==> src/rtl/sgi_pkg.sv <==
// Shared constants, types and helpers for the 2D segment intersection block.
// No dependencies; used by every module under rtl.
package sgi_pkg;

  localparam int unsigned CoordBits = 16;
  localparam int unsigned TFracBits = 16;
  // Differences carry one extra bit, products twice that, area sums two more.
  localparam int unsigned DiffBits  = CoordBits + 1;
  localparam int unsigned ProdBits  = 2 * DiffBits;
  localparam int unsigned AreaBits  = ProdBits + 2;
  // Magnitudes of the crossing areas and their sum.
  localparam int unsigned MagBits   = AreaBits;
  localparam int unsigned DenBits   = AreaBits + 1;
  // Remainder of the restoring division, one bit wider than the divisor.
  localparam int unsigned RemBits   = DenBits + 1;
  localparam int unsigned InBits    = 8 * CoordBits;
  localparam int unsigned OutBits   = ((1 + TFracBits + 2 * CoordBits + 7) / 8) * 8;

  typedef logic signed [CoordBits-1:0] coord_t;
  typedef logic signed [AreaBits-1:0]  area_t;

  // Item moving down the divider row: quotient bits so far and the context
  // needed at the end to form the crossing point.
  typedef struct packed {
    logic                  hit;
    logic [RemBits-1:0]    rem;
    logic [DenBits-1:0]    den;
    logic [TFracBits-1:0]  quo;
    coord_t                a_x;
    coord_t                a_y;
    logic signed [DiffBits-1:0] span_x;
    logic signed [DiffBits-1:0] span_y;
  } sgi_cell_t;

endpackage

==> src/rtl/sgi_div_cell.sv <==
// One restoring-division cell: produces one quotient bit of t per item.
// Depends on sgi_pkg.
module sgi_div_cell
  import sgi_pkg::*;
(
  input  logic      clk_i,
  input  logic      rst_ni,
  input  logic      en_i,
  input  logic      vld_i,
  input  sgi_cell_t cell_i,
  output logic      vld_o,
  output sgi_cell_t cell_o
);

  logic                vld_q;
  sgi_cell_t           cell_q, cell_d;
  logic [RemBits-1:0]  trial;

  // Shifted remainder was formed upstream; compare, subtract, shift on.
  always_comb begin
    cell_d = cell_i;
    trial  = cell_i.rem - RemBits'(cell_i.den);
    if (cell_i.rem >= RemBits'(cell_i.den)) begin
      cell_d.rem = {trial[RemBits-2:0], 1'b0};
      cell_d.quo = {cell_i.quo[TFracBits-2:0], 1'b1};
    end else begin
      cell_d.rem = {cell_i.rem[RemBits-2:0], 1'b0};
      cell_d.quo = {cell_i.quo[TFracBits-2:0], 1'b0};
    end
  end

  always_ff @(posedge clk_i or negedge rst_ni) begin
    if (!rst_ni) begin
      vld_q <= 1'b0;
    end else if (en_i) begin
      vld_q <= vld_i;
    end
  end

  always_ff @(posedge clk_i) begin
    if (en_i) begin
      cell_q <= cell_d;
    end
  end

  assign vld_o  = vld_q;
  assign cell_o = cell_q;

endmodule

==> config.mk <==
export PLATFORM = sky130hd
export DESIGN_NAME = sgi_div_cell
export DESIGN_NICKNAME = d
export VERILOG_FILES = /design/src/rtl/sgi_pkg.sv /design/src/rtl/sgi_div_cell.sv
export SDC_FILE = /design/constraint.sdc
export NUM_CORES = 1
export LEC_CHECK = 0
export BUFFER_PORTS_ARGS = -buffer_cell sky130_fd_sc_hd__buf_2
export CAP_MARGIN = 10
export CORE_MARGIN = 2
export CORE_UTILIZATION = 29
export CTS_BUF_LIST = sky130_fd_sc_hd__clkbuf_16
export DETAILED_ROUTE_END_ITERATION = 16
export PLACE_DENSITY = 0.63
export SLEW_MARGIN = 20
export SYNTH_ARGS = -nofsm -noshare
export SYNTH_HDL_FRONTEND = slang
export SYNTH_SLANG_ARGS = --single-unit
==> constraint.sdc <==
create_clock -name clk_i -period 1.1 [get_ports clk_i]
set_input_delay 0.22 -clock clk_i [delete_from_list [all_inputs] [get_ports clk_i]]
set_output_delay 0.22 -clock clk_i [all_outputs]
set_load 0.02 [all_outputs]
# After elaboration in Yosys (flattened, before gate mapping)
# Cells that the tools add are included.
[classes] n_addsub=1 multipliers=0 n_div=0 n_lt_le_gt_ge=1 eq_ne=0 shift=0 n_mux=2 n_bitwise=0 reduce_logical=0
[op_table] operator="38-bit by 37-bit greater-or-equal comparator with 1-bit output" n=1
[op_table] operator="38-bit 2-to-1 mux" n=1
[op_table] operator="37-bit subtractor" n=1
[op_table] operator="1-bit 2-to-1 mux" n=1
[word_totals] register_bits=159 latchBits=0 ram_bits=0 rom_bits=0 inputBits=162 out_inout_bits=159 elab_cells=13 memories=0

# Longest topological paths before layout
[logic_depth] ltp_word=2 mapped_depth=14 mapped_depth_nobuf=12

# Worst setup path after synthesis
# No wires, ideal clock.
[synth_timing] path_kind="input to register" startpoint="input port cell_i[119] (netlist name)" endpoint="register cell_q (netlist bit cell_o[145]) (data pin)" setup_ns=0.260 arrival_ns=2.635 required_time_ns=0.840 path_slack_ns=-1.795 cell_stages=14 n_path_buf=2 path_cell_list="inv_1 ha_1 inv_1 fa_1 a21oi_1 o211a_1 o21a_4 o211ai_4 o211a_4 o21a_2 nor2_1 buf_6 buf_8 mux2_4"
[synth_rtl] item="from (decl)" line="sgi_div_cell.sv:10" rtl="input sgi_cell_t cell_i,"
[synth_rtl] item="to (signal assigned)" line="sgi_div_cell.sv:42" rtl="cell_q <= cell_d;"
[synth_rtl] item="to (decl)" line="sgi_div_cell.sv:16" rtl="sgi_cell_t cell_q, cell_d;"

==> metrics.csv <==
stage,metric,value,unit
sta,final hold violation count,0,
logic_synthesis,synth warn,0,
floorplanning,die area,27500,um2
worst_setup_path,"Largest delay share family, worst path",compound AO/OA/AOI/OAI gates,
cells_and_area,share of cells above drive strength 1,50.5,%
logic_synthesis,leading area contributor after synthesis,edfxtp_1,
worst_setup_path,worst-path cell chain,"buf_12, inv_12, ha_4, inv_2, fa_2, a21oi_2, o211a_1, o21a_4, o211ai_4, o211a_4, o21a_4, nor2_4, buf_12, clkbuf_16, mux2_4",
cts,CTS H-tree lvls,4,
cts,Clock Tree Buf Depth,2,
pwr,pwr/cell area,1420,nW/um2
placed_design,Inst Count DP,1348,
worst_setup_path,crit path buf inv count,5,
worst_setup_path,crit path DAT,2660,ps
logic_synthesis,gate count after technology mapping,562,
global_routing,overall routing resource usage,18.5,%
drt,DR vias,6920,
drt,1st-iter DRT viols,375,
floorplanning,io pins,321,
global_routing,largest net degree at the start of global routing,39,
worst_setup_path,CP Capture Type,flop,
cells_and_area,fin nets,1359,
status,violated checks,setup timing,
sta,Period minus WS final,2490,ps
cts,TritonCTS Buffers,17,
global_routing,global route total overflow,0,
logic_synthesis,number of enable flip-flop cells after synthesis,157,
floorplanning,Die Ht,166,um
logic_synthesis,post-synthesis sequential area ratio,62.3,%
sta,RSZ-0062 raised after global routing,yes,
drt,Pre-Repair DR Iteration Count,7,
drt,# DRC,0,
sta,clk_skew,0,ps
floorplanning,die width,166,um
drt,final WL,26.4,mm
logic_synthesis,top cell type's share of synthesized area,62.0,%
global_routing,vias in the first global route,7195,
worst_setup_path,Worst setup SP type,input port,
global_routing,initial antenna violation count,9,
cells_and_area,P&R area growth vs syn,79.7,%
placed_design,Routability Congestion,0.837,
cts,Clock Sinks,158,
worst_setup_path,crit path max fanout,5,
floorplanning,row cnt,59,
sta,final period utilization,226,%
pwr,"IR drop worst, VDD",0.955,mV
cells_and_area,register area,4740,um2
pwr,Lkg Pwr,6.08,nW
logic_synthesis,fraction of registers with async set/reset,0.633,%
cells_and_area,Post-Layout Cell Count,1509,
worst_setup_path,kind of critical path,in -> reg,
sta,# setup viols final,196,
floorplanning,Core Region,25900,um2
sta,Max Clock Freq,402,MHz
drt,post-route ant nets,0,
cts,CTS Root Buffer Type,clkbuf_16,
logic_synthesis,area of the mapped netlist,7600,um2
pwr,Power Total,19.4,mW
logic_synthesis,synthesis-stage register bit count,158,
worst_setup_path,Worst path max stage delay,350,ps
logic_synthesis,Syn Nets,762,
logic_synthesis,dominant cells by area after synthesis,"edfxtp_1 (62%), ha_1 (6.1%), mux2_2 (3.1%), a21oi_1 (3.0%), inv_1 (2.6%)",
logic_synthesis,most frequent cell after synthesis,edfxtp_1,
drt,drt wl/cell,17.5,um
placed_design,Port Buffers,318,
cts,latest clock arrival within the worst-skew pair,430,ps
worst_setup_path,slowest CP cell,fa_2,
global_routing,first-pass GRT wire length,39.6,mm
min_path,Min-Delay Path Class,in -> reg,
cts,clock-pin slew on the worst setup and hold paths,70,ps
sta,Setup WS post-layout,-1390,ps
drt,routed via count divided by cell count,4.59,
logic_synthesis,count of different cell masters after synthesis,67,
logic_synthesis,top_reg_cell synth,edfxtp_1,
placed_design,detailed placer's ending HPWL,19.0,mm
status,status,"complete, but fails checks",
worst_setup_path,required time worst endpoint,1280,ps
sta,"Slew Viols, Final",0,
flow_run,Max-cap violations,0,
cells_and_area,area of the multi-input gates,2830,um2
cts,CTS tree,done,
floorplanning,starting density of the core,29.3,%
cells_and_area,fill count,2237,
logic_synthesis,"Avg Cell Area, Syn",13.5,um2
logic_synthesis,commonest cells in the netlist,"edfxtp_1 (157), inv_1 (52), a21oi_1 (45)",
-- power breakdown --
group / switching, mW / total (mW) / internal (mW)
logic: 2.60 / 5.55 / 2.95
clock network: 2.80 / 6.22 / 3.42
registers: 0.261 / 7.60 / 7.34
total: 5.66 / 19.4 / 13.7
-- through the flow --
stage	TNS [ps]	hold slack [ps]	setup slack [ps]	instance area (um2)	utilization (%)
2_1_floorplan	-58820	-75.6	-1670	7700	-
3_3_place_gp	-69780	-4.93	-1900	10800	41.8
3_5_place_dp	-70840	-2.51	-1940	10800	41.8
4_1_cts	-65510	1.09	-1370	13200	50.8
5_1_grt	-72550	2.59	-1460	13700	52.7
6_report	-63190	19.3	-1390	13700	52.7
-- cells by family (layout without fill, tap and decap cells) --
group,after synthesis,in the layout,synth area share [%]
multiplexers,32,32,5.09
flip-flops,158,158,62.3
adder cells (fa/ha/maj),38,38,6.35
AND/OR/NAND/NOR,94,94,6.14
buffers and inverters,68,677,3.74
other,1,4,0.0493
AO/OA/AOI/OAI,146,146,13.4
XOR/XNOR,25,25,2.88
-- per-layer routing --
metal  global-route usage (%)  routed length (um)  vias up
met3                     4.53                1430       49
met5                        0                  54        -
met1                     21.2               10700     3293
met2                     32.9               13500      240
met4                     8.13                 801        8
li1                         -                   -     3330
-- layout by cell type (no fill, tap or decap), types with 3 or more instances in the layout --
cell type	netlist	routed
mux2_2	21	3
o211ai_1	4	4
ha_1	37	31
o21bai_1	5	5
buf_12	0	13
dlygate4sd3_1	0	111
o21ai_0	27	16
edfxtp_1	157	157
nand4_1	3	3
o2111ai_2	0	3
a31oi_1	6	6
buf_2	5	207
nand3_1	18	17
a21oi_2	1	5
buf_4	1	146
inv_1	52	49
o21a_1	7	7
nor3_1	7	6
clkinvlp_4	0	3
diode_2	0	3
inv_6	0	6
nand2_1	26	26
clkbuf_16	0	18
nor2_1	19	16
ha_4	0	5
o31ai_1	3	3
o21ai_1	1	5
a21oi_1	45	41
mux2i_1	3	3
mux2_4	8	26
xor2_1	6	6
nand2b_1	3	3
nor2b_1	3	3
a21o_1	16	16
and4_1	3	3
xnor2_1	19	19
o21ai_2	0	7
buf_6	1	114
-- worst paths after layout --
path	end	slack, ps	start	depth (start not counted)
max reg2reg	vld_o$_DFFE_PN0P_	330	vld_o$_DFFE_PN0P_	1
min reg2reg	vld_o$_DFFE_PN0P_	560	vld_o$_DFFE_PN0P_	1
max in group asynchronous	vld_o$_DFFE_PN0P_	920	rst_ni	2
max	cell_o[145]$_DFFE_PP_	-1390	cell_i[119]	15
min in group asynchronous	vld_o$_DFFE_PN0P_	100	rst_ni	2
min	cell_o[109]$_DFFE_PP_	20	cell_i[109]	1
-- flip-flops by register name, indices dropped and copies added, names as in the netlist --
name,cells
cell_o,157
vld_o,1
-- timing repair --
action / CTS / global route
cloned: 2 / 1
hold endpoints to repair: 111 / 0
resized for setup: 144 / 140
endpoints found under the setup margin: 196 / 196
pin swaps: 8 / 7
setup buffers: 9 / 5
hold buffers: 111 / 0
-- area by class of cell --
cell class / instances / area share, %
Tap cell: 335 / 3.07
Multi-Input combinational cell: 336 / 20.7
Inverter: 52 / 1.52
Clock buffer: 17 / 3.11
Clock inverter: 14 / 1.29
Sequential cell: 158 / 34.7
Timing Repair Buffer: 594 / 35.5
Antenna cell: 3 / 0.0549
Power figures use the tool's default switching activity.
